$ cat src/hw/rtl/cirt_pkg.sv
// Shared constants, codes and types of the chained id remap table.
package cirt_pkg;

    // Field widths.
    localparam int ID_W   = 16;
    localparam int VER_W  = 8;
    localparam int ST_W   = 3;
    localparam int KIND_W = 2;

    // Default sizes for the top-level parameters.
    localparam int TABLE_DEPTH_DEF = 256;
    localparam int HOP_LIMIT_DEF   = 256;

    // Command queue between the front and back parts.
    localparam int QUEUE_DEPTH = 2;
    localparam int QPTR_W      = $clog2(QUEUE_DEPTH);

    // Newest version after reset.
    localparam logic [VER_W-1:0] NEWEST_RESET = 8'd3;

    // Result status codes.
    localparam logic [ST_W-1:0] ST_DONE      = 3'd0;
    localparam logic [ST_W-1:0] ST_NO_TABLE  = 3'd1;
    localparam logic [ST_W-1:0] ST_HOP_LIMIT = 3'd2;
    localparam logic [ST_W-1:0] ST_LOADED    = 3'd3;
    localparam logic [ST_W-1:0] ST_FULL      = 3'd4;

    // Command kinds, decided by the front part.
    localparam logic [KIND_W-1:0] KIND_LOAD     = 2'd0;
    localparam logic [KIND_W-1:0] KIND_LOOKUP   = 2'd1;
    localparam logic [KIND_W-1:0] KIND_FULL     = 2'd2;
    localparam logic [KIND_W-1:0] KIND_NO_TABLE = 2'd3;

    // Classified command as it travels through the queue.
    typedef struct packed {
        logic [KIND_W-1:0] kind;
        logic [ID_W-1:0]   id;
        logic [VER_W-1:0]  ver;
        logic [ID_W-1:0]   tid;
        logic [VER_W-1:0]  tver;
    } t_cmd;

    // One remap record.
    typedef struct packed {
        logic [ID_W-1:0]  old_id;
        logic [VER_W-1:0] old_ver;
        logic [ID_W-1:0]  new_id;
        logic [VER_W-1:0] new_ver;
    } t_entry;

    // Push request from the front part into the queue.
    typedef struct packed {
        logic push;
        t_cmd cmd;
    } t_push;

    // Queue fill status.
    typedef struct packed {
        logic full;
        logic empty;
    } t_qstat;

endpackage

$ cat src/hw/rtl/cirt_queue.sv
// Short command queue between the front and back parts.
module cirt_queue import cirt_pkg::*; (
    input  logic   i_clk,
    input  logic   i_rst_n,
    input  t_push  i_push,
    input  logic   i_pop,
    output t_cmd   o_cmd,
    output t_qstat o_qstat
);
    t_cmd              r_slot [QUEUE_DEPTH];
    logic [QPTR_W-1:0] r_wr_ptr;
    logic [QPTR_W-1:0] r_rd_ptr;
    logic [QPTR_W:0]   r_cnt;

    assign o_qstat.full  = (r_cnt == (QPTR_W + 1)'(QUEUE_DEPTH));
    assign o_qstat.empty = (r_cnt == '0);
    assign o_cmd         = r_slot[r_rd_ptr];

    // Pointers and fill count.
    always_ff @(posedge i_clk) begin
        if (!i_rst_n) begin
            r_wr_ptr <= '0;
            r_rd_ptr <= '0;
            r_cnt    <= '0;
        end else begin
            if (i_push.push) begin
                r_wr_ptr <= r_wr_ptr + 1'b1;
            end
            if (i_pop) begin
                r_rd_ptr <= r_rd_ptr + 1'b1;
            end
            if (i_push.push && !i_pop) begin
                r_cnt <= r_cnt + 1'b1;
            end else if (!i_push.push && i_pop) begin
                r_cnt <= r_cnt - 1'b1;
            end
        end
    end

    // Command storage.
    always_ff @(posedge i_clk) begin
        if (i_push.push) begin
            r_slot[r_wr_ptr] <= i_push.cmd;
        end
    end
endmodule

$ cat config.mk
export PLATFORM = sky130hd
export DESIGN_NAME = cirt_queue
export DESIGN_NICKNAME = d
export VERILOG_FILES = /design/src/hw/rtl/cirt_pkg.sv /design/src/hw/rtl/cirt_queue.sv
export SDC_FILE = /design/constraint.sdc
export NUM_CORES = 1
export LEC_CHECK = 0
export BUFFER_PORTS_ARGS = -buffer_cell sky130_fd_sc_hd__buf_2
export CAP_MARGIN = 20
export CORE_MARGIN = 2
export CORE_UTILIZATION = 40
export DETAILED_ROUTE_END_ITERATION = 10
export GPL_ROUTABILITY_DRIVEN = 1
export PLACE_DENSITY_LB_ADDON = 0.1
export SLEW_MARGIN = 30
export SYNTH_ARGS = -nofsm -noshare
export SYNTH_HDL_FRONTEND = slang
export SYNTH_SLANG_ARGS = --single-unit
$ cat constraint.sdc
create_clock -name i_clk -period 7.8 [get_ports i_clk]
set_clock_uncertainty 0.05 [all_clocks]
set_input_delay 1.56 -clock i_clk [delete_from_list [all_inputs] [get_ports i_clk]]
set_output_delay 1.56 -clock i_clk [all_outputs]
set_load 0.01 [all_outputs]
==> results of run 1 <==
==> worst max-delay path, cell delays in order, from the launching register on <==
cell,delay [ns]
sky130_fd_sc_hd__dfxtp_2,0.67
sky130_fd_sc_hd__buf_4,0.48
sky130_fd_sc_hd__mux2_2,0.39
sky130_fd_sc_hd__buf_2,0.14
==> placed cells by master, fill, tap and decap left out, types with 2 or more instances in the layout <==
cell type                    instances
sky130_fd_sc_hd__buf_2             105
sky130_fd_sc_hd__edfxtp_1          100
sky130_fd_sc_hd__mux2_2             47
sky130_fd_sc_hd__clkbuf_8            9
sky130_fd_sc_hd__dfxtp_1             4
sky130_fd_sc_hd__mux2_1              3
sky130_fd_sc_hd__and2_1              3
sky130_fd_sc_hd__buf_4               3
sky130_fd_sc_hd__xor2_1              2
sky130_fd_sc_hd__clkinvlp_4          2
sky130_fd_sc_hd__inv_6               2
==> power breakdown <==
group	internal (mW)	switching [mW]	total [mW]
Sequential	0.650	0.0114	0.661
Clock	0.152	0.185	0.337
Combinational	0.0606	0.0616	0.122
Total	0.862	0.258	1.12
==> area by class of cell <==
type	instances	area, um2	share of cell area [%]
Multi-Input combinational cell	66	687	14.6
Inverter	1	3.75	0.0798
Clock inverter	7	77.6	1.65
Clock buffer	9	124	2.63
Timing Repair Buffer	108	548	11.6
Sequential cell	105	3100	66.0
Tap cell	129	161	3.43
==> path summary, 6_finish.rpt <==
path	from	end	slack, ns	depth (start not counted)
max reg2reg	r_wr_ptr	r_slot[0][16]	5.96	2
min	r_cnt[1]	r_cnt[1]	0.47	2
max	register	o_cmd[34]	4.13	3
min reg2reg	r_cnt[1]	r_cnt[1]	0.47	2
==> routing by layer <==
| layer | wire, um | vias to the layer above |
|---|---|---|
| li1 | - | 918 |
| met1 | 2840 | 988 |
| met2 | 3300 | 64 |
| met3 | 465 | 6 |
| met4 | 46 | 2 |
| met5 | 13 | - |
==> registers in the layout, summed over array words and instances, names as in the netlist, named ones only <==
name and count:
r_slot 100, r_cnt 2, r_rd_ptr 1, r_wr_ptr 1
==> cells by family after synthesis <==
kind of cell    count (synthesis)  synth area share [%]
xor+xnor                        3                 0.689
buf+inv                         7                 0.885
mux                            50                  14.8
flops                         105                  81.3
fa+ha+maj                       1                 0.328
simple gates                    9                  1.48
compound gates                  3                 0.525
==> through the flow <==
step           area, um2  setup slack, ns  power [mW]  instances
4_1_cts             4710             4.04        1.14        425
3_5_place_dp        4500             4.46       0.799        409
2_1_floorplan       3810             3.48       0.743        178
3_3_place_gp        4500             4.48       0.797        409
6_report            4710             4.13        1.12        425
5_1_grt             4710             3.95        1.17        425
==> Implementation_results.wiki, run 1 <==
{| class="wikitable"
! Metric !! Value
|-
| Peak supply drop || 0.000109 V
|-
| Endpoint type of the worst setup path || primary output
|-
| Max-slew violation total from the final report || 0
|-
| Number of iterations in the first detailed-routing pass || 4
|-
| Residual DRC count || 0
|-
| Number of buffers created by CTS || 9
|-
| Number of inserted diodes || 0
|-
| Wire length per cell || 15.7 um
|-
| Row count || 35
|-
| Area share of the largest cell type after synthesis || 78.7%
|-
| Clock slew at the register clock pins of the worst setup and hold paths || 0.09 ns
|-
| Proportion of synthesized flip-flops having asynchronous set or reset || 0%
|-
| Core region area || 9240 um2
|-
| Average vias per placed instance || 4.65
|-
| Clock latency reported for the late side of the worst-skew pair || 0.34 ns
|-
| Count of port buffers added during placement || 105
|-
| Syn-to-layout area delta || 23.4%
|-
| CTS tree || yes
|-
| Fill cell instance count of the final layout || 794
|-
| Number of failing setup endpoints in the final timing report || 0
|-
| Outcome || finished, final reports clean
|-
| Total wire length after detailed routing || 6.66 mm
|-
| Met3 layer usage reported by global route || 5.59%
|-
| Number of distinct library cells after synthesis || 17
|-
| Horizontal extent of the die || 102 um
|-
| Total routing usage reported by global routing || 12.9%
|-
| Final core area utilization || 50.9%
|-
| Crit Path Category || reg2out
|-
| Most frequent cell after synthesis || sky130_fd_sc_hd__edfxtp_1
|-
| Initial antenna violation count || 1
|-
| Fraction of met1 tracks used by global routing || 16.1%
|-
| WP data arrival || 2.06 ns
|-
| Min Hold Slack || 0.474 ns
|-
| Final hold viol count || 0
|-
| Die Height || 102 um
|-
| Total congestion overflow after global routing || 0
|-
| Net count of the finished layout || 346
|-
| Mapped Nets || 233
|-
| Static Leak || 1.76 nW
|-
| Share of final-layout standard cells stronger than drive strength 1 || 58.8%
|-
| Number of clock sinks seen by CTS || 105
|-
| Transition time at the pin with the least slew margin || 0.740 ns
|-
| Synth Flop Type || sky130_fd_sc_hd__edfxtp_1
|-
| Max-cap violations || 0
|-
| Number of hold buffers added after CTS || 0
|-
| Final setup TNS || 0 ns
|-
| Starting DRT DRC Count || 92
|-
| Seq/Total Area, Yosys || 81.3%
|-
| Unrepaired setup endpoints after global routing || no
|-
| Synthesized area per cell || 21.4 um2
|-
| Max frequency || 273 MHz
|-
| Die Footprint || 10300 um2
|-
| Post-CTS repair timing setup buffer count || 0
|-
| Number of instances in the synthesized netlist || 178
|-
| Cell Area, Synth || 3810 um2
|-
| Number of I/O pins || 106
|-
| Number of flip-flops and latches in the synthesized netlist || 105
|-
| Share of the clock period used by the worst path || 47.0%
|-
| Number of cells upsized or downsized after cts || 0
|-
| Starting Density || 41.3%
|-
| Number of buffers on the longest clock path || 2
|-
| Minimum clock period || 3.67 ns
|-
| Met2 Use GR || 20.6%
|-
| Synth area leaders || sky130_fd_sc_hd__edfxtp_1, sky130_fd_sc_hd__mux2_2, sky130_fd_sc_hd__dfxtp_1, sky130_fd_sc_hd__mux2_1, sky130_fd_sc_hd__buf_2
|-
| Last weighted congestion value of the routability-driven placer || 0.671
|-
| Post-detail-place hpwl || 4.27 mm
|-
| Via count || 1978
|-
| Critical Path RT || 6.19 ns
|-
| EDFF count, synth || 100
|-
| Critical path peak fanout || 30
|-
| Largest area contributor in the synthesized netlist || sky130_fd_sc_hd__edfxtp_1
|-
| Hold WC Path Type || reg2reg
|-
| Clock tree root buffer cell || sky130_fd_sc_hd__clkbuf_8
|-
| Syn. warnings || 0
|-
| Antenna-violating nets left || 0
|-
| Top cells by instance count after synthesis || sky130_fd_sc_hd__edfxtp_1, sky130_fd_sc_hd__mux2_2, sky130_fd_sc_hd__buf_2, sky130_fd_sc_hd__dfxtp_1, sky130_fd_sc_hd__and2_1
|-
| Slew margin rel. || 50.6%
|-
| Layer carrying the most global-route usage || met2
|-
| H-tree levels || 3
|-
| Startpoint kind of the worst setup timing path || register
|-
| Global-route wire length before repair || 9.79 mm
|-
| Maximum number of pins on one net before global-route repair || 31
|-
| Power density relative to cell area || 238 nW/um2
|-
| Via count of the first global-routing pass || 1969
|}
No activity file was read; power rests on OpenSTA's default activity.
==> run 2: changes to the inputs <==
==> constraint.sdc (replaced) <==
create_clock -name i_clk -period 3.64 [get_ports i_clk]
set_clock_uncertainty 0.05 [all_clocks]
set_input_delay 0.728 -clock i_clk [delete_from_list [all_inputs] [get_ports i_clk]]
set_output_delay 0.728 -clock i_clk [all_outputs]
set_load 0.01 [all_outputs]
==> run 2 against run 1 <==
  * Combinational power rose by 120%
  * Clock power rose by 82%
  * First-iteration DRC count fell by 30%
  * Clock-buffer cell count rose by 2
  * Non-clock buffer count rose by 1
  * Flip-flop and latch count did not move
  * Die area did not move
  * Critical path depth did not move
  * Setup slack got worse by 3.0 ns
  * Via count fell by 1.2%
  * Worst hold slack got worse by 0.016 ns
  * Sequential power rose by 110%
==> Implementation_results.wiki, run 2 (same netlist as run 1, synthesis figures left out) <==
{| class="wikitable"
! Metric !! Value
|-
| Slew margin rel. || 55.6%
|-
| Number of failing setup endpoints in the final timing report || 0
|-
| Via count || 1955
|-
| Critical path peak fanout || 23
|-
| Area after detailed placement || 4540 um2
|-
| Starting Density || 41.3%
|-
| H-tree levels || 3
|-
| Unrepaired setup endpoints after global routing || no
|-
| Critical R2R Launch || r_wr_ptr
|-
| Number of hold buffers added after CTS || 0
|-
| Endpoint type of the worst setup path || primary output
|-
| Clock latency reported for the late side of the worst-skew pair || 0.35 ns
|-
| Final Cell Area || 4700 um2
|-
| Place WS || 1.49 ns
|-
| Number of buffers created by CTS || 9
|-
| Initial antenna violation count || 1
|-
| Fraction of met1 tracks used by global routing || 16.0%
|-
| Number of I/O pins || 106
|-
| Crit Path Category || reg2out
|-
| CTS tree || yes
|-
| Post-CTS repair timing setup buffer count || 0
|-
| Core region area || 9240 um2
|-
| Startpoint kind of the worst setup timing path || register
|-
| Die Height || 102 um
|-
| Maximum number of pins on one net before global-route repair || 32
|-
| Final setup TNS || 0 ns
|-
| Cell total after placement || 410
|-
| Starting DRT DRC Count || 64
|-
| Layer carrying the most global-route usage || met2
|-
| Antenna-violating nets left || 0
|-
| Count of port buffers added during placement || 105
|-
| Slowest cell on the critical path || sky130_fd_sc_hd__dfxtp_2
|-
| Clock tree root buffer cell || sky130_fd_sc_hd__clkbuf_8
|-
| Largest stage delay, worst path || 0.45 ns
|-
| Via count of the first global-routing pass || 2009
|-
| Post-layout instance count excluding filler cells || 426
|-
| Most flop-heavy register || r_slot
|-
| Wire length per cell || 15.5 um
|-
| Final core area utilization || 50.9%
|-
| Row count || 35
|-
| WP data arrival || 1.69 ns
|-
| Fill cell instance count of the final layout || 792
|-
| Hold WC Path Type || reg2reg
|-
| Share of final-layout standard cells stronger than drive strength 1 || 58.2%
|-
| Number of clock sinks seen by CTS || 105
|-
| Net count of the finished layout || 347
|-
| Outcome || finished, final reports clean
|-
| Reg-to-Reg End || r_slot[1][12]
|-
| Total wire length after detailed routing || 6.62 mm
|-
| Max-slew violation total from the final report || 0
|-
| Max frequency || 405 MHz
|-
| Critical Path RT || 2.86 ns
|-
| Die Footprint || 10300 um2
|-
| Total routing usage reported by global routing || 13.3%
|-
| Sequence of cells on the critical path || buf_4 -> mux2_2 -> buf_2
|-
| Most common cell after layout, fill and taps aside || sky130_fd_sc_hd__buf_2
|-
| Clock slew at the register clock pins of the worst setup and hold paths || 0.08 ns
|-
| Register Area || 3100 um2
|-
| Horizontal extent of the die || 102 um
|-
| Global-route wire length before repair || 9.97 mm
|-
| Multi-input gate area in the final layout || 687 um2
|-
| Timing endpoint of the critical path || o_cmd[34]
|-
| Final hold viol count || 0
|-
| Highest-count cells in the layout ignoring fill and taps || sky130_fd_sc_hd__buf_2, sky130_fd_sc_hd__edfxtp_1, sky130_fd_sc_hd__mux2_2, sky130_fd_sc_hd__clkbuf_8, sky130_fd_sc_hd__dfxtp_1
|-
| Minimum clock period || 2.47 ns
|-
| Last weighted congestion value of the routability-driven placer || 0.669
|-
| Transition time at the pin with the least slew margin || 0.667 ns
|-
| Max-cap violations || 0
|-
| Residual DRC count || 0
|-
| Peak supply drop || 0.000261 V
|-
| Average vias per placed instance || 4.59
|-
| Syn-to-layout area delta || 23.2%
|-
| Power density relative to cell area || 489 nW/um2
|-
| Number of iterations in the first detailed-routing pass || 4
|-
| Number of cells upsized or downsized after cts || 0
|-
| Max FFs per register || 100
|-
| Post-detail-place hpwl || 4.47 mm
|-
| Met3 layer usage reported by global route || 4.76%
|-
| Cell depth of the worst flop-to-flop path || 2
|-
| Setup slack on the worst flop-to-flop path || 2.00 ns
|-
| Share of the clock period used by the worst path || 67.8%
|-
| Registers with the highest flip-flop counts || r_slot (100), r_cnt (2)
|-
| Total congestion overflow after global routing || 0
|-
| Met2 Use GR || 21.0%
|-
| Number of buffers on the longest clock path || 2
|-
| Number of inserted diodes || 0
|-
| Static Leak || 1.75 nW
|-
| Worst setup margin || 1.17 ns
|}
## run 2: changes by cell type in the layout (fill, tap and decap cells not counted)
cell | previous run | this run
sky130_fd_sc_hd__buf_12 | 0 | 2
sky130_fd_sc_hd__clkbuf_1 | 0 | 2
sky130_fd_sc_hd__inv_6 | 2 | 0
sky130_fd_sc_hd__buf_4 | 3 | 2
sky130_fd_sc_hd__bufinv_16 | 1 | 0
sky130_fd_sc_hd__clkinv_2 | 0 | 1
sky130_fd_sc_hd__clkinv_4 | 0 | 1
sky130_fd_sc_hd__inv_8 | 1 | 0
## run 2: routing by layer
| layer | wire length, um | vias to the layer above | part of all wire [%] |
|---|---|---|---|
| met2 | 3280 | 62 | 50 |
| met3 | 426 | 12 | 6.4 |
| met1 | 2770 | 961 | 42 |
| met5 | 16 | - | 0.24 |
| li1 | - | 918 | - |
| met4 | 125 | 2 | 1.9 |
## run 2: layout make-up
class / instances / share of cell area, %
repair buffers: 109 / 12.4
inverters: 1 / 0.0799
multi-input cells: 66 / 14.6
clock buffers: 11 / 2.79
well taps: 129 / 3.43
flip-flops and latches: 105 / 66.0
clock inverters: 5 / 0.692
## run 2: how the worst min path moves through the flow
stage | startpoint | endpoint | slack [ns] | cells after the start
2_1_floorplan | r_cnt[1] | r_cnt[1] | 0.42 | 2
3_3_place_gp | r_cnt[1] | r_cnt[1] | 0.43 | 2
3_5_place_dp | r_cnt[1] | r_cnt[1] | 0.44 | 2
4_1_cts | r_cnt[1] | r_cnt[1] | 0.46 | 2
5_1_grt | i_push[14] | r_slot[1][14] | 0.48 | 1
6_report | r_cnt[1] | r_cnt[1] | 0.46 | 2
## run 2: through the flow
step	hold slack (ns)	power (mW)
floorplan	0.416	1.59
global placement	0.434	1.71
detailed placement	0.439	1.72
CTS	0.456	2.33
global route	0.479	2.41
finish	0.458	2.30
## run 2: critical path: cells and delay by family, from the launching register on
family                 cells  cell delay, ns
flip-flops                 1            0.45
multiplexers               1            0.40
buffers and inverters      2            0.50
## run 2: power breakdown
| group | total, mW | leakage, nW | switching (mW) | internal [mW] |
|---|---|---|---|---|
| Combinational | 0.273 | 0.692 | 0.138 | 0.135 |
| Clock | 0.613 | 0.0770 | 0.366 | 0.247 |
| Sequential | 1.41 | 0.980 | 0.0188 | 1.39 |
| Total | 2.30 | 1.75 | 0.522 | 1.77 |
==> run 3: changes to the inputs <==
==> constraint.sdc (replaced) <==
create_clock -name i_clk -period 2.5 [get_ports i_clk]
set_clock_uncertainty 0.05 [all_clocks]
set_input_delay 0.5 -clock i_clk [delete_from_list [all_inputs] [get_ports i_clk]]
set_output_delay 0.5 -clock i_clk [all_outputs]
set_load 0.01 [all_outputs]
==> run 3 against run 2 <==
  * Highest routed layer unchanged
  * Flip-flop and latch count did not move
  * Clock power up 62%
  * Total power up 50%
  * Combinational power up 48%
  * Die area stayed put
  * Critical path type unchanged
  * Worst hold slack got worse by 0.18 ns
==> Implementation_results.wiki, run 3 (same netlist as run 1, synthesis figures left out) <==
{| class="wikitable"
! Metric !! Value
|-
| Number of I/O pins || 106
|-
| Crit Path Category || reg2out
|-
| Row count || 35
|-
| Unrepaired setup endpoints after global routing || no
|-
| Number of clock sinks seen by CTS || 105
|-
| Critical Path RT || 1.95 ns
|-
| Worst path top cell family by delay || buffers and inverters
|-
| Starting Density || 41.3%
|-
| Number of cells upsized or downsized after cts || 0
|-
| Number of buffers created by CTS || 9
|-
| Residual DRC count || 0
|-
| Count of port buffers added during placement || 105
|-
| Max frequency || 472 MHz
|-
| Combinational share of power || 11.7%
|-
| Die Height || 102 um
|-
| Clock slew at the register clock pins of the worst setup and hold paths || 0.10 ns
|-
| Final setup TNS || 0 ns
|-
| Register Area || 3100 um2
|-
| H-tree levels || 3
|-
| Registers with the highest flip-flop counts || r_slot (100), r_cnt (2)
|-
| Reg power frac || 59.5%
|-
| Via count of the first global-routing pass || 1993
|-
| Net switching power || 0.762 mW
|-
| Critical path peak fanout || 26
|-
| Number of failing setup endpoints in the final timing report || 0
|-
| Core region area || 9240 um2
|-
| Highest-count cells in the layout ignoring fill and taps || sky130_fd_sc_hd__buf_2, sky130_fd_sc_hd__edfxtp_1, sky130_fd_sc_hd__mux2_2, sky130_fd_sc_hd__clkbuf_8, sky130_fd_sc_hd__dfxtp_1
|-
| Max FFs per register || 100
|-
| Fill cell instance count of the final layout || 806
|-
| Slew margin rel. || 75.9%
|-
| Post-CTS repair timing setup buffer count || 0
|-
| Hold WC Path Type || in2reg
|-
| Sum of internal, switching and leakage power || 3.44 mW
|-
| Number of buffers on the longest clock path || 2
|-
| Cell-internal power || 2.68 mW
|-
| Antenna-violating nets left || 0
|-
| Wire length per cell || 15.5 um
|-
| Peak supply drop || 0.000284 V
|-
| Max-cap violations || 0
|-
| Most flop-heavy register || r_slot
|-
| Most common cell after layout, fill and taps aside || sky130_fd_sc_hd__buf_2
|-
| Maximum number of pins on one net before global-route repair || 52
|-
| Static Leak || 1.76 nW
|-
| Share of final-layout standard cells stronger than drive strength 1 || 58.6%
|-
| Number of iterations in the first detailed-routing pass || 4
|-
| Minimum clock period || 2.12 ns
|-
| Average vias per placed instance || 4.65
|-
| Relative contribution of the clock network to total power || 28.8%
|-
| Number of inserted diodes || 0
|-
| Global-route wire length before repair || 9.94 mm
|-
| Crit. path cell count || 3
|-
| Syn-to-layout area delta || 23.7%
|-
| Slowest cell on the critical path || sky130_fd_sc_hd__mux2_2
|-
| Starting DRT DRC Count || 54
|-
| Die Footprint || 10300 um2
|-
| Largest stage delay, worst path || 0.40 ns
|-
| WP data arrival || 1.57 ns
|-
| Startpoint kind of the worst setup timing path || register
|-
| Min-Delay Path Depth || 1
|-
| Endpoint type of the worst setup path || primary output
|-
| Number of hold buffers added after CTS || 0
|-
| Final hold viol count || 0
|-
| Switching power as a share of total power || 22.1%
|-
| Share of the clock period used by the worst path || 84.7%
|-
| Cell depth of the worst flop-to-flop path || 2
|-
| Post-detail-place hpwl || 4.15 mm
|-
| Max-slew violation total from the final report || 0
|-
| Outcome || finished, final reports clean
|-
| Net count of the finished layout || 347
|-
| Horizontal extent of the die || 102 um
|-
| Last weighted congestion value of the routability-driven placer || 0.684
|-
| Total congestion overflow after global routing || 0
|-
| Total wire length after detailed routing || 6.57 mm
|-
| Multi-input gate area in the final layout || 687 um2
|-
| Critical path buffer and inverter count || 2
|-
| Transition time at the pin with the least slew margin || 0.362 ns
|-
| Clock latency reported for the late side of the worst-skew pair || 0.34 ns
|-
| Via count || 1971
|-
| Total routing usage reported by global routing || 13.0%
|-
| Clock tree root buffer cell || sky130_fd_sc_hd__clkbuf_8
|-
| Initial antenna violation count || 1
|-
| Power density relative to cell area || 730 nW/um2
|-
| Sequence of cells on the critical path || buf_4 -> mux2_2 -> buf_2
|-
| CTS tree || yes
|}
==> run 3: cell count changes in the layout (fill, tap and decap cells not counted), sizes merged <==
cell | previous run | this run
clkbuf | 11 | 10
inv | 1 | 2
clkinvlp | 2 | 1
clkinv | 3 | 1
bufinv | 0 | 1
==> run 3: metrics by stage <==
stage | hold slack, ns | utilization, % | area (um2) | setup slack [ns] | instances
after floorplan | 0.416 | - | 3820 | 0.184 | 178
after detailed placement | 0.459 | 49.1 | 4540 | 0.738 | 410
after global placement | 0.433 | 49.1 | 4540 | 0.739 | 410
after global routing | 0.251 | 51.1 | 4720 | 0.298 | 424
after CTS | 0.261 | 51.1 | 4720 | 0.333 | 424
final | 0.279 | 51.1 | 4720 | 0.383 | 424
==> run 3: cell type report <==
cell class / instances / share of cell area, %
Timing Repair Buffer: 109 / 12.3
Multi-Input combinational cell: 66 / 14.6
Inverter: 1 / 0.0795
Tap cell: 129 / 3.42
Clock inverter: 4 / 1.17
Sequential cell: 105 / 65.8
Clock buffer: 10 / 2.70
==> run 3: worst paths after layout <==
kind / to / start / slack, ns
max: o_cmd[8] / register / 0.38
min: r_slot[1][20] / i_push[20] / 0.28
max reg2reg: r_slot[1][29] / r_wr_ptr / 1.27
min reg2reg: r_cnt[1] / r_cnt[1] / 0.48
==> run 3: power groups by stage <==
stage                     Sequential, mW  Combinational, mW  Clock [mW]
after floorplan                     2.09              0.230           0
after global placement              2.09              0.409           0
after detailed placement            2.09              0.411           0
after CTS                           2.05              0.414        1.03
after global routing                2.06              0.442        1.10
final                               2.05              0.403       0.991
==> run 3: layer usage <==
layer / up-vias / routed length (um) / global-route usage [%]
met5: - / 13 / 0
met4: 2 / 102 / 5.93
met3: 11 / 451 / 4.69
met2: 61 / 3120 / 20.4
met1: 981 / 2880 / 16.3
li1: 916 / - / -
