$ cat src/hw/rtl/cirt_pkg.sv
// Shared constants, codes and types of the chained id remap table.
package cirt_pkg;

    // Field widths.
    localparam int ID_W   = 16;
    localparam int VER_W  = 8;
    localparam int ST_W   = 3;
    localparam int KIND_W = 2;

    // Default sizes for the top-level parameters.
    localparam int TABLE_DEPTH_DEF = 256;
    localparam int HOP_LIMIT_DEF   = 256;

    // Command queue between the front and back parts.
    localparam int QUEUE_DEPTH = 2;
    localparam int QPTR_W      = $clog2(QUEUE_DEPTH);

    // Newest version after reset.
    localparam logic [VER_W-1:0] NEWEST_RESET = 8'd3;

    // Result status codes.
    localparam logic [ST_W-1:0] ST_DONE      = 3'd0;
    localparam logic [ST_W-1:0] ST_NO_TABLE  = 3'd1;
    localparam logic [ST_W-1:0] ST_HOP_LIMIT = 3'd2;
    localparam logic [ST_W-1:0] ST_LOADED    = 3'd3;
    localparam logic [ST_W-1:0] ST_FULL      = 3'd4;

    // Command kinds, decided by the front part.
    localparam logic [KIND_W-1:0] KIND_LOAD     = 2'd0;
    localparam logic [KIND_W-1:0] KIND_LOOKUP   = 2'd1;
    localparam logic [KIND_W-1:0] KIND_FULL     = 2'd2;
    localparam logic [KIND_W-1:0] KIND_NO_TABLE = 2'd3;

    // Classified command as it travels through the queue.
    typedef struct packed {
        logic [KIND_W-1:0] kind;
        logic [ID_W-1:0]   id;
        logic [VER_W-1:0]  ver;
        logic [ID_W-1:0]   tid;
        logic [VER_W-1:0]  tver;
    } t_cmd;

    // One remap record.
    typedef struct packed {
        logic [ID_W-1:0]  old_id;
        logic [VER_W-1:0] old_ver;
        logic [ID_W-1:0]  new_id;
        logic [VER_W-1:0] new_ver;
    } t_entry;

    // Push request from the front part into the queue.
    typedef struct packed {
        logic push;
        t_cmd cmd;
    } t_push;

    // Queue fill status.
    typedef struct packed {
        logic full;
        logic empty;
    } t_qstat;

endpackage

$ cat src/hw/rtl/cirt_req_if.sv
// Request channel: valid/ready handshake with the request fields.
interface cirt_req_if import cirt_pkg::*; ();
    logic             valid;
    logic             ready;
    logic             req_type;
    logic [ID_W-1:0]  item_id;
    logic [VER_W-1:0] item_version;
    logic [ID_W-1:0]  target_id;
    logic [VER_W-1:0] target_version;

    modport source (
        output valid, req_type, item_id, item_version, target_id, target_version,
        input  ready
    );
    modport sink (
        input  valid, req_type, item_id, item_version, target_id, target_version,
        output ready
    );
endinterface

$ cat src/hw/rtl/cirt_front.sv
// Front part: accepts request items and classifies them into commands.
module cirt_front import cirt_pkg::*; #(
    parameter int TABLE_DEPTH = TABLE_DEPTH_DEF
) (
    input  logic       i_clk,
    input  logic       i_rst_n,
    cirt_req_if.sink   i_req,
    input  t_qstat     i_qstat,
    output t_push      o_push
);
    localparam int CNT_W = $clog2(TABLE_DEPTH + 1);

    logic [CNT_W-1:0] r_count;
    logic [CNT_W-1:0] n_count;
    logic             accept;
    logic             is_full;
    logic [KIND_W-1:0] kind;

    // An item is taken whenever the queue has room.
    assign i_req.ready = !i_qstat.full;
    assign accept      = i_req.valid && i_req.ready;
    assign is_full     = (r_count == CNT_W'(TABLE_DEPTH));

    // Classify the item from the number of records loaded so far.
    always_comb begin
        n_count = r_count;
        if (!i_req.req_type) begin
            if (is_full) begin
                kind = KIND_FULL;
            end else begin
                kind = KIND_LOAD;
                if (accept) begin
                    n_count = r_count + 1'b1;
                end
            end
        end else if (r_count == '0) begin
            kind = KIND_NO_TABLE;
        end else begin
            kind = KIND_LOOKUP;
        end
    end

    assign o_push.push     = accept;
    assign o_push.cmd.kind = kind;
    assign o_push.cmd.id   = i_req.item_id;
    assign o_push.cmd.ver  = i_req.item_version;
    assign o_push.cmd.tid  = i_req.target_id;
    assign o_push.cmd.tver = i_req.target_version;

    // Record count as seen by the front part.
    always_ff @(posedge i_clk) begin
        if (!i_rst_n) begin
            r_count <= '0;
        end else begin
            r_count <= n_count;
        end
    end
endmodule

$ cat src/flat_wrapper.sv
// flat-port wrapper written by rule: the top's interface ports become plain ports
module cirt_front_flat import cirt_pkg::*;
#(
    parameter int TABLE_DEPTH = TABLE_DEPTH_DEF
)
  (i_clk, i_rst_n, i_qstat, o_push, i_req_valid, i_req_req_type, i_req_item_id, i_req_item_version, i_req_target_id, i_req_target_version, i_req_ready);
  cirt_req_if i_req_i ();
  input  logic i_clk;
  input  logic i_rst_n;
  input  t_qstat i_qstat;
  output t_push o_push;
  input wire logic [$bits(i_req_i.valid)-1:0] i_req_valid;
  input wire logic [$bits(i_req_i.req_type)-1:0] i_req_req_type;
  input wire logic [$bits(i_req_i.item_id)-1:0] i_req_item_id;
  input wire logic [$bits(i_req_i.item_version)-1:0] i_req_item_version;
  input wire logic [$bits(i_req_i.target_id)-1:0] i_req_target_id;
  input wire logic [$bits(i_req_i.target_version)-1:0] i_req_target_version;
  output wire logic [$bits(i_req_i.ready)-1:0] i_req_ready;
  assign i_req_i.valid = i_req_valid;
  assign i_req_i.req_type = i_req_req_type;
  assign i_req_i.item_id = i_req_item_id;
  assign i_req_i.item_version = i_req_item_version;
  assign i_req_i.target_id = i_req_target_id;
  assign i_req_i.target_version = i_req_target_version;
  assign i_req_ready = i_req_i.ready;
  cirt_front #(.TABLE_DEPTH(TABLE_DEPTH)) u_core (.i_clk(i_clk), .i_rst_n(i_rst_n), .i_req(i_req_i), .i_qstat(i_qstat), .o_push(o_push));
endmodule
$ cat config.mk
export PLATFORM = sky130hd
export DESIGN_NAME = cirt_front_flat
export DESIGN_NICKNAME = d
export VERILOG_FILES = /design/src/hw/rtl/cirt_pkg.sv /design/src/hw/rtl/cirt_req_if.sv /design/src/hw/rtl/cirt_front.sv /design/src/flat_wrapper.sv
export SDC_FILE = /design/constraint.sdc
export NUM_CORES = 1
export LEC_CHECK = 0
export ABC_AREA = 1
export BUFFER_PORTS_ARGS = -buffer_cell sky130_fd_sc_hd__buf_2
export CORE_ASPECT_RATIO = 1.1
export CORE_MARGIN = 5
export CORE_UTILIZATION = 35
export DETAILED_ROUTE_END_ITERATION = 7
export PLACE_DENSITY_LB_ADDON = 0.15
export SLEW_MARGIN = 30
export SYNTH_ARGS = -nofsm -noshare
export SYNTH_HDL_FRONTEND = slang
export SYNTH_SLANG_ARGS = --single-unit
export TNS_END_PERCENT = 10
$ cat constraint.sdc
create_clock -name i_clk -period 1.4 [get_ports i_clk]
set_input_delay 0.07 -clock i_clk [delete_from_list [all_inputs] [get_ports i_clk]]
set_output_delay 0.07 -clock i_clk [all_outputs]
set_load 0.02 [all_outputs]
==> results of run 1 <==
through the flow:
stage	TNS [ns]	setup WS (ns)	hold slack, ns
global placement	0	0.00742	0.140
CTS	-0.267	-0.184	0.111
finish	-0.141	-0.121	0.119
floorplan	0	0.159	0.191
detailed placement	-0.0661	-0.0194	0.140
global route	-1.04	-0.213	0.124
cell usage in the layout, fill, tap and decap left out, types with 2 or more instances in the layout:
cell	instances
sky130_fd_sc_hd__buf_2	7
sky130_fd_sc_hd__buf_4	6
sky130_fd_sc_hd__inv_2	7
sky130_fd_sc_hd__dfxtp_2	2
sky130_fd_sc_hd__dfxtp_1	7
sky130_fd_sc_hd__xor2_1	2
sky130_fd_sc_hd__nor2_1	21
sky130_fd_sc_hd__clkbuf_4	3
sky130_fd_sc_hd__nand2_1	31
sky130_fd_sc_hd__inv_1	12
sky130_fd_sc_hd__nand3_4	2
sky130_fd_sc_hd__nand3_1	4
sky130_fd_sc_hd__buf_6	5
sky130_fd_sc_hd__nand4_1	5
worst reg2reg max path, cell delays in order (launching register included):
cell                      delay, ns
sky130_fd_sc_hd__dfxtp_2       0.33
sky130_fd_sc_hd__inv_2         0.08
sky130_fd_sc_hd__ha_4          0.13
sky130_fd_sc_hd__inv_2         0.04
sky130_fd_sc_hd__nor3_4        0.14
sky130_fd_sc_hd__nand2_1       0.10
sky130_fd_sc_hd__buf_4         0.14
sky130_fd_sc_hd__buf_6         0.10
sky130_fd_sc_hd__buf_6         0.10
sky130_fd_sc_hd__nand4_1       0.07
sky130_fd_sc_hd__nand2_1       0.06
sky130_fd_sc_hd__nor2_1        0.08
cells in the mapped netlist, types with 2 or more instances:
cell and number:
sky130_fd_sc_hd__buf_4 50, sky130_fd_sc_hd__dfxtp_1 9, sky130_fd_sc_hd__ha_1 2, sky130_fd_sc_hd__inv_1 15, sky130_fd_sc_hd__inv_2 4, sky130_fd_sc_hd__nand2_1 31, sky130_fd_sc_hd__nand3_1 4, sky130_fd_sc_hd__nand3_4 2
sky130_fd_sc_hd__nand4_1 5, sky130_fd_sc_hd__nor2_1 21, sky130_fd_sc_hd__xor2_1 2
what timing repair did:
item	in CTS	in global routing
cloned	0	0
endpoints found under the setup margin	6	10
buffers inserted	7	2
pin swaps	7	4
hold buffers	0	0
resized for setup	13	1
logic make-up after synthesis:
| kind of cell | share of synthesized area |
|---|---|
| buffers and inverters | 0.449 |
| AO/OA/AOI/OAI | 0.00493 |
| XOR/XNOR | 0.0173 |
| flip-flops | 0.178 |
| AND/OR/NAND/NOR | 0.327 |
| adder cells (fa/ha/maj) | 0.0247 |
final cells by class:
class / count / area [sq um]
clock buffer: 4 / 26.3
fill: 325 / 1930
tap: 33 / 41.3
inverter: 19 / 71.3
timing repair buffer: 18 / 136
sequential: 9 / 183
multi-input combinational: 73 / 392
report_power, final:
| group | switching [W] | leakage, nW | internal, W | total, W |
|---|---|---|---|---|
| combinational | 0.0000721 | 0.343 | 0.0000694 | 0.000142 |
| sequential | 0.00000528 | 0.0738 | 0.000263 | 0.000268 |
| clock | 0.0000959 | 0.0150 | 0.000110 | 0.000206 |
path summary, 6_finish.rpt:
check,from,to,cells past startpoint
worst max register to register,u_core.r_count[0],u_core.r_count[8],11
worst min register to register,u_core.r_count[4],u_core.r_count[4],3
worst min-delay path,i_rst_n,u_core.r_count[1],3
worst max-delay path,u_core.r_count[0],o_push[49],10
layer usage:
layer  share of wire  vias to the layer above  GRT usage
met1            0.43                      313      0.109
met4           0.062                        0     0.0928
met2            0.41                       26      0.134
met3           0.098                       21     0.0329
li1                -                      350          -
met5               0                        -          0
==> impl.org, run 1 <==
** Timing
- At the pin with the least slew margin, the transition time is 0.391 ns.
- Of the available clock period, the critical path in the final layout requires 1.09.
- Setup repair after global routing could not meet its margin everywhere.
- Based on the critical path, the design can be clocked at up to 658 MHz.
- Worst path setup slack after routing :: -0.121 ns
- Setup violations remaining at the end of the flow were counted as 3.
- Across the routed clock network, the largest skew measured is 0.00279 ns.
- The number of hold violations in the final report was 0.
- Fin crit period :: 1.52 ns
- Rel. slew slack :: 0.739
- Slew Limit Fails :: 0

** Die
- From left edge to right edge, the die measures 61.3 um.
- Std cell rows :: 20
- Count of boundary I/O pins :: 106
- Area of the core region :: 2780 sq um
- Die area :: 4080 sq um
- Effective utilization at floorplan :: 0.365
- Height of the chip :: 66.5 um

** Setup path
- Crit path DAT :: 1.45 ns
- In this run the worst path has a maximum fanout of 2.
- Crit path max-delay family :: buffers and inverters
- Cell-by-cell listing of the critical path :: inv_2, ha_4, inv_2, nor3_4, buf_6, nand3_4, nand2_1, nand2_1, inv_1, buf_6
- Register-to-register setup slack :: -0.02 ns
- Crit path largest cell delay :: 0.33 ns
- Kind of end point of the critical path :: primary output
- Crit path launch type :: flop
- Setup Crit Path Kind :: flop to primary output
- Among all stages on the critical path, the largest delay is contributed by sky130_fd_sc_hd__dfxtp_2.
- CP Data Required Time :: 1.33 ns
- Number of buffer and inverter instances along the worst setup path :: 5

** Cells and area
- Flip-flop count of the largest register after layout :: 9
- Post-layout net count :: 180
- At the end of the flow the core is filled with cells to 0.306.
- The finished layout holds 156 standard cells, fillers aside.
- Final non-filler cell area :: 850 sq um
- Relative to the synthesized area, the layout overhead comes to -16.3%.
- 0 antenna diodes ended up in the layout.
- The register with the most flip-flops in the final layout is u_core.r_count.
- Of the cells placed in the final design, the portion with a size suffix greater than 1 is 0.309.
- Largest regs :: u_core.r_count: 9 flops

** CTS
- After clock tree synthesis, the clock-pin slew on the worst setup and hold paths is 0.06 ns.
- Clock tree from TritonCTS :: built
- Total clock buffers created by CTS :: 3
- Clock root buffer :: sky130_fd_sc_hd__clkbuf_4
- In this run the number of H-tree levels came out at 1.
- Clk buf depth :: 2
- The clock drives 9 sinks.
- The clock reaches the later pin of the worst-skew pair after 0.26 ns.

** GRT
- Global router's overall resource usage :: 0.0958
- Initial antenna violation count :: 0
- Entering global routing, the biggest net connects 12 pins.
- The number of global-route vias before repair is 674.
- Wire length of the first global-routing pass :: 2.90 mm
- For this run the aggregate overflow at the end of global routing stands at 0.

** Yosys
- sky130_fd_sc_hd__buf_4 takes more of the synthesized area than any other cell.
- Seq cells post-synth :: 9
- The number of nets in the synthesized netlist is 209.
- Dominant cells by area after synthesis :: sky130_fd_sc_hd__buf_4 (37%), sky130_fd_sc_hd__dfxtp_1 (18%), sky130_fd_sc_hd__nand2_1 (11%), sky130_fd_sc_hd__nor2_1 (7.8%), sky130_fd_sc_hd__inv_1 (5.5%)
- The synthesized design contains 0 enable-type register cells.
- The share of the Yosys chip area taken by registers is 0.178.
- Synthesized area per cell :: 6.63 sq um
- Count of distinct cell types in the synthesized netlist :: 19
- Mapped Cells :: 153
- Total number of yosys warnings :: 0
- Async set or reset register ratio after synthesis :: 0
- Top-area cell type share of the netlist area :: 0.370
- The mapped netlist covers 1010 sq um.
- In the synthesized netlist the dominant register cell turns out to be sky130_fd_sc_hd__dfxtp_1.

** Detailed routing
- Avg Vias per Cell :: 4.55
- After the first detailed-routing iteration, the DRC count stood at 12.
- After detailed routing, the average wire length per cell comes to 11.4 um.
- Wirelength, routed :: 1.78 mm
- In this run the remaining antenna-violating nets after routing total 0.
- For this run, the detailed router's first-pass iteration total came to 3.
- Number of remaining DRC errors :: 0
- Total via count in the routed design :: 710

** Placed design
- Once placement completed, the tool counted placed cells totaling 143.
- Placed Instance Area :: 719 sq um
- At the end of routability-driven placement, the weighted congestion stood at 0.727.
- Number of input and output port buffers inserted :: 8
- Detailed placement ended at an HPWL of 1.28 mm.

** Status
- The run finished, with violations left.
- The checks that failed: negative setup slack.

** Power and ir drop
- Overall power consumption after layout is estimated at 0.000616 W.
- For this design the ratio of total power to cell area is 725 nW/um^2.
- Static Leakage :: 0.431 nW
- Across the VDD grid, the largest voltage drop is 0.000293 V.

** Flow run
- Max-cap violations in this run came to 0.

** Hold path
- The path class of the tightest hold or removal check is primary input to flop.
Note: power is estimated with default switching activity, not from simulation.
==> run 2: changes to the inputs <==
Settings changed: CORE_UTILIZATION 35 to 32.
Clock period 1.4 ns to 1.2 ns, I/O delays scaled along.
==> run 2 against run 1 <==
Against the previous run:
- the flow still finishes with violations (negative setup slack)
- critical endpoint unchanged
- global-route usage is 0.51 points lower
- critical path depth did not move
- cell count increased by 2.6%
- worst setup slack worse by 0.16 ns
==> impl.org, run 2 (synthesis gave the netlist of run 1 again) <==
** Setup path
- The setup check on the worst reg-to-reg path leaves a slack of -0.17 ns.
- CP Data Required Time :: 1.14 ns
- Cell-by-cell listing of the critical path :: inv_2, ha_4, inv_2, nor3_4, buf_6, nand3_4, nand2_1, nand2_1, inv_1, buf_6
- Crit path largest cell delay :: 0.33 ns
- Kind of end point of the critical path :: primary output
- Crit path launch type :: flop
- Crit path DAT :: 1.42 ns
- In this run the worst path has a maximum fanout of 2.
- Setup Crit Path Kind :: flop to primary output
- Crit-path slowest cell :: sky130_fd_sc_hd__dfxtp_2

** Power and ir drop
- Switching fraction of total power :: 0.289
- Total power per unit cell area :: 811 nW/um^2
- Share of power burned in the clock network :: 0.348
- The share of total power dissipated in sequential elements is 0.441.
- The analysis attributes to cell leakage a power of 0.445 nW.
- Fraction of power consumed by combinational cells :: 0.210
- Peak supply drop :: 0.000400 V
- Cell internal power was estimated by the tool at 0.000504 W.
- Net switching power :: 0.000204 W

** GRT
- Wire length of the first global-routing pass :: 3.22 mm
- The number of global-route vias before repair is 683.
- Global router's overall resource usage :: 0.0907
- Entering global routing, the biggest net connects 12 pins.
- Initial antenna violation count :: 0
- Overall overflow remaining after global route :: 0

** Timing
- Fin crit period :: 1.48 ns
- Final Hold Viols :: 0
- Of the available clock period, the critical path in the final layout requires 1.24.
- For the pin with the worst max-slew slack, the measured transition is 0.384 ns.
- Rel. slew slack :: 0.744
- RSZ-0062 raised after global routing :: true
- In the post-route analysis, the smallest setup slack over all paths is -0.284 ns.
- On the final layout, the worst clock skew is 0.00260 ns.
- Timing would allow up to 674 MHz.
- Slew Limit Fails :: 0
- Setup violations remaining at the end of the flow were counted as 10.

** CTS
- Counting the buffers created by CTS gives 3.
- Clock input transition at the sequential cells of the worst setup and hold paths :: 0.07 ns
- Clock Sinks :: 9
- No sink is reached through more buffers than the 2 on the longest clock path.
- The clock reaches the later pin of the worst-skew pair after 0.26 ns.
- In this run the number of H-tree levels came out at 1.
- Clock tree from TritonCTS :: built
- The tree is rooted in a sky130_fd_sc_hd__clkbuf_4.
- # hold bufs at CTS :: 0

** Detailed routing
- After detailed routing, the number of vias per cell comes to 4.32.
- WL/cell :: 12.0 um
- In the routed design, unresolved DRC markers number 0.
- Antenna-violating nets left :: 0
- The first detailed-routing pass took 4 iterations.
- Total via count in the routed design :: 691
- Violation count after the first detailed-routing iteration :: 14
- Wirelength, routed :: 1.92 mm

** Status
- The run finished, with violations left.
- The checks that failed: negative setup slack.

** Cells and area
- u_core.r_count holds more flip-flops than any other register.
- Largest regs :: u_core.r_count: 9 flops
- From synthesis to final layout, the design area changed by -13.9%.
- Most common cell after layout, fill and taps aside :: sky130_fd_sc_hd__nand2_1
- The repair_antennas step left the layout with diodes totalling 0.
- For this run, the post-layout net count is 183.
- The finished cells cover 873 sq um.
- Top library cells by usage in the layout, fill and taps aside :: sky130_fd_sc_hd__nand2_1 (31), sky130_fd_sc_hd__nor2_1 (20), sky130_fd_sc_hd__inv_1 (12)
- Core occupancy in the finished layout :: 0.287
- Flip-flop count of the largest register after layout :: 9
- In the final layout, the share of cells above drive strength 1 is 0.341.

** Placed design
- Placed wire-length estimate :: 1.51 mm
- At the end of routability-driven placement, the weighted congestion stood at 0.811.
- In this run the tool buffered the top-level ports with 8 buffer cells.
- Placed Instance Area :: 758 sq um

** Die
- The die covers 4400 sq um.
- 106 I/O pins were placed.
- After floorplanning, the core was sized to cover 3050 sq um.
- The initial utilization of the core area, before any placement, comes to 0.333.
- Std cell rows :: 21
- From left edge to right edge, the die measures 63.7 um.
- Height of the chip :: 69.1 um

** Flow run
- Max-cap violations in this run came to 0.

** Hold path
- Type of the worst min-delay path :: primary input to flop
==> run 2: timing repair <==
action / 4_1_cts / 5_1_grt
resized for setup: 11 / 3
cloned: 0 / 0
pin swaps: 4 / 4
endpoints found under the setup margin: 10 / 10
buffers inserted: 6 / 1
==> run 2: final timing paths <==
check                    startpoint           endpoint  cells after the start
setup reg to reg  u_core.r_count[1]  u_core.r_count[1]                     11
hold reg to reg   u_core.r_count[5]  u_core.r_count[5]                      4
hold / removal              i_rst_n  u_core.r_count[1]                      3
setup / recovery  u_core.r_count[1]         o_push[49]                     10
==> run 2: power by group through the flow <==
stage | clock [W] | combinational (W) | sequential [W]
final | 0.000247 | 0.000149 | 0.000312
after global routing | 0.000281 | 0.000168 | 0.000314
after CTS | 0.000258 | 0.000149 | 0.000312
after detailed placement | 0 | 0.000119 | 0.000319
after global placement | 0 | 0.000120 | 0.000319
after floorplan | 0 | 0.000316 | 0.000318
==> run 2: per-stage QoR <==
step / hold slack (ns) / TNS, ns / setup WS, ns / cells / power (W)
after global routing: 0.105 / -2.82 / -0.410 / 160 / 0.000762
after floorplan: 0.171 / -0.221 / -0.0406 / 153 / 0.000634
after CTS: 0.107 / -2.31 / -0.323 / 159 / 0.000718
final: 0.108 / -1.59 / -0.284 / 160 / 0.000708
after global placement: 0.120 / -0.751 / -0.0978 / 149 / 0.000438
after detailed placement: 0.120 / -1.10 / -0.134 / 149 / 0.000438
==> run 2: cell type report <==
class | instances | area, sq um
fillers | 345 | 2170
multi-input cells | 73 | 399
flip-flops and latches | 9 | 183
repair buffers | 21 | 151
inverters | 19 | 71.3
well taps | 34 | 42.5
clock buffers | 4 | 26.3
==> run 2: critical path, delay by kind of cell (launching register included) <==
kind                     cells  cell delay, ns
flip-flops                   1            0.33
adder cells (fa/ha/maj)      1            0.13
buffers and inverters        5            0.39
AND/OR/NAND/NOR              4            0.31
==> run 2: routing by layer <==
metal / GRT usage / part of all wire / vias to the layer above / wire, um
li1: - / - / 359 / -
met1: 0.0914 / 0.37 / 288 / 712
met2: 0.140 / 0.47 / 38 / 894
met3: 0.0406 / 0.14 / 6 / 262
met4: 0.0762 / 0.026 / 0 / 50
met5: 0 / 0 / - / 0
==> run 3: changes to the inputs <==
==> constraint.sdc (replaced) <==
create_clock -name i_clk -period 1.3 [get_ports i_clk]
set_input_delay 0.26 -clock i_clk [delete_from_list [all_inputs] [get_ports i_clk]]
set_output_delay 0.26 -clock i_clk [all_outputs]
set_load 0.02 [all_outputs]
==> run 3 against run 2 <==
Against the previous run:
- the flow still finishes with violations (negative setup slack)
- sequential power decreased by 8.3%
- clock-buffer cell count unchanged
- design area rose by 1.6%
- first-iteration DRC count shrank 29%
- flip-flop and latch count did not move
- combinational power down 8%
- clock skew rose by 0.0031 ns
- routed wire length down 2.0%
- cell count up 2.5%
- critical endpoint unchanged
==> impl.org, run 3 (synthesis gave the netlist of run 1 again) <==
** Die
- In this run the horizontal extent of the chip is 63.7 um.
- The die covers 4400 sq um.
- For this configuration, the core starts out at a cell density of 0.333.
- Measured along the y axis, the die boundary spans 69.1 um.
- The total area inside the core boundary comes to 3050 sq um.
- In this run the core area contains 21 standard-cell rows.
- Count of boundary I/O pins :: 106

** Cells and area
- The multi-input combinational cells in the finished layout cover a total of 392 sq um.
- The top cell types in the final layout, fill and taps aside, are sky130_fd_sc_hd__nand2_1 (31), sky130_fd_sc_hd__nor2_1 (21), sky130_fd_sc_hd__buf_4 (17).
- Counting the fill cells in the layout gives 352.
- In the final layout, the registers with the most flip-flops are u_core.r_count: 9 flops.
- Post-route insts no fill :: 164
- Flip-flop count of the largest register after layout :: 9
- Core occupancy in the finished layout :: 0.291
- Ant diodes :: 0
- In the final layout, flip-flops and latches occupy 181 sq um.
- The area growth from synthesis to layout is -12.6%.
- The final layout contains 187 nets.
- Leaving out fill and tap cells, the most frequent cell in the layout is sky130_fd_sc_hd__nand2_1.
- Of the cells placed in the final design, the portion with a size suffix greater than 1 is 0.346.
- More flip-flops sit in one register than any other, and that register is u_core.r_count.

** Setup path
- Crit path DAT :: 1.40 ns
- Start of the worst register-to-register path :: u_core.r_count[1]
- CP Data Required Time :: 1.04 ns
- R2r worst-path depth :: 11
- STA classifies the critical path startpoint as a flop.
- Register-to-register setup slack :: -0.10 ns
- Max Fanout on Critical Path :: 2
- In this run the critical register-to-register path is captured at u_core.r_count[3].
- The critical path in this run is classified as flop to primary output.
- The worst setup path is captured at a primary output.

** Timing
- Worst path setup slack after routing :: -0.364 ns
- Subtracting the final worst setup slack from the clock period gives 1.66 ns.
- The count of final max-slew check failures was 0.
- The tightest hold path in the finished design has a slack of 0.314 ns.
- Worst setup skew after layout :: 0.00570 ns
- Adding up every negative setup slack in the final design gives -1.00 ns.
- Final clock period utilization by the worst path :: 1.28
- Setup violations remaining at the end of the flow were counted as 10.
- For the pin with the worst max-slew slack, the measured transition is 0.196 ns.
- RSZ-0062 raised after global routing :: true
- Final Hold Viols :: 0
- Fmax :: 601 MHz
- Headroom to the max-slew limit came out at 0.869.

** CTS
- Clock insertion delay at the later pin of the skew report :: 0.26 ns
- The tree is rooted in a sky130_fd_sc_hd__clkbuf_4.
- CTS built an H-tree with a depth of 1.
- After clock tree synthesis, the clock-pin slew on the worst setup and hold paths is 0.07 ns.
- TritonCTS built the clock tree.
- Clock Sinks :: 9
- Clk buf depth :: 2
- The number of clock buffers added by TritonCTS is 3.
- The number of setup buffers added after CTS is 0.

** Power and ir drop
- Switching fraction of total power :: 0.285
- Total design power :: 0.000647 W
- Fraction of power consumed by combinational cells :: 0.211
- Total power per unit cell area :: 729 nW/um^2
- The share of total power dissipated in sequential elements is 0.443.
- Of the total power, the clock network draws 0.346.
- Peak supply drop :: 0.000386 V
- Cell internal power was estimated by the tool at 0.000462 W.
- In this run the static leakage power is 0.462 nW.
- The analysis attributes to net switching a power of 0.000184 W.

** Placed design
- Port buffering added 8 buffers.
- Gp weighted congestion :: 0.712
- Including well taps, the total number of placed cells is 160.
- Placed wire-length estimate :: 1.53 mm

** Detailed routing
- Using the TritonRoute via totals, the vias-per-cell ratio works out to 4.45.
- Wirelength, routed :: 1.88 mm
- Once detail routing completed, the nets flagged for antenna violations numbered 0.
- WL/cell :: 11.5 um
- Summing over every cut layer, the via total after detailed routing is 729.
- In the routed design, unresolved DRC markers number 0.
- Router iterations before antenna repair :: 3
- For this block, the initial DRC count from the detailed router was 10.

** Hold path
- Min-delay src :: i_rst_n
- Endpoint with the worst hold slack :: u_core.r_count[0]
- In this run the worst hold path is classified as primary input to flop.
- The worst hold path passes through 3 cells.

** GRT
- Via count of the first global-routing pass :: 699
- Wire length of the first global-routing pass :: 3.16 mm
- Entering global routing, the biggest net connects 10 pins.
- Overall overflow remaining after global route :: 0
- The number of antenna violations at the first check in global routing is 0.
- Global router's overall resource usage :: 0.0873

** Status
- The checks that failed: negative setup slack.
- Result of the run :: finished with violations

** Flow run
- MaxCap Viol Count :: 0
-- run 3: critical path, cell delays in order (launching register included) --
cell,delay [ns]
sky130_fd_sc_hd__dfxtp_2,0.33
sky130_fd_sc_hd__inv_2,0.07
sky130_fd_sc_hd__ha_4,0.13
sky130_fd_sc_hd__inv_2,0.04
sky130_fd_sc_hd__nor3_4,0.11
sky130_fd_sc_hd__buf_4,0.14
sky130_fd_sc_hd__nand3_4,0.05
sky130_fd_sc_hd__nand2_1,0.06
sky130_fd_sc_hd__nand2_1,0.06
sky130_fd_sc_hd__inv_2,0.05
sky130_fd_sc_hd__buf_6,0.10
-- run 3: metal layers --
metal  global-route usage  wire length, um  vias up
met5                    0                0        -
met4               0.0600               63        0
met3               0.0406              239       14
met2                0.123              785       45
met1                0.103              793      306
li1                     -                -      364
-- run 3: how the worst max path moves through the flow --
stage / from / to / cells after the start
after global placement: u_core.r_count[0] / u_core.r_count[3] / 10
after detailed placement: u_core.r_count[0] / u_core.r_count[3] / 11
after CTS: u_core.r_count[0] / o_push[49] / 10
after floorplan: u_core.r_count[0] / o_push[49] / 8
final: u_core.r_count[0] / o_push[49] / 10
after global routing: u_core.r_count[0] / o_push[49] / 10
-- run 3: repair_timing --
action	CTS	global route
setup endpoints to repair	10	10
resized for setup	8	0
hold buffers	0	0
-- run 3: metrics by stage --
step	setup slack (ns)	cell area, sq um
2_1_floorplan	-0.0820	1010
6_report	-0.364	887
3_5_place_dp	-0.188	841
5_1_grt	-0.461	887
3_3_place_gp	-0.162	841
4_1_cts	-0.399	887
-- run 3: power by group through the flow --
stage	sequential, W	combinational [W]	clock (W)
2_1_floorplan	0.000294	0.000292	0
3_3_place_gp	0.000292	0.000129	0
3_5_place_dp	0.000292	0.000130	0
4_1_cts	0.000286	0.000140	0.000242
5_1_grt	0.000287	0.000154	0.000255
6_report	0.000286	0.000137	0.000224
-- run 3: layout make-up --
type | count | area share
inverters | 19 | 0.0804
repair buffers | 25 | 0.196
well taps | 34 | 0.0480
multi-input cells | 73 | 0.441
clock buffers | 4 | 0.0296
flip-flops and latches | 9 | 0.205
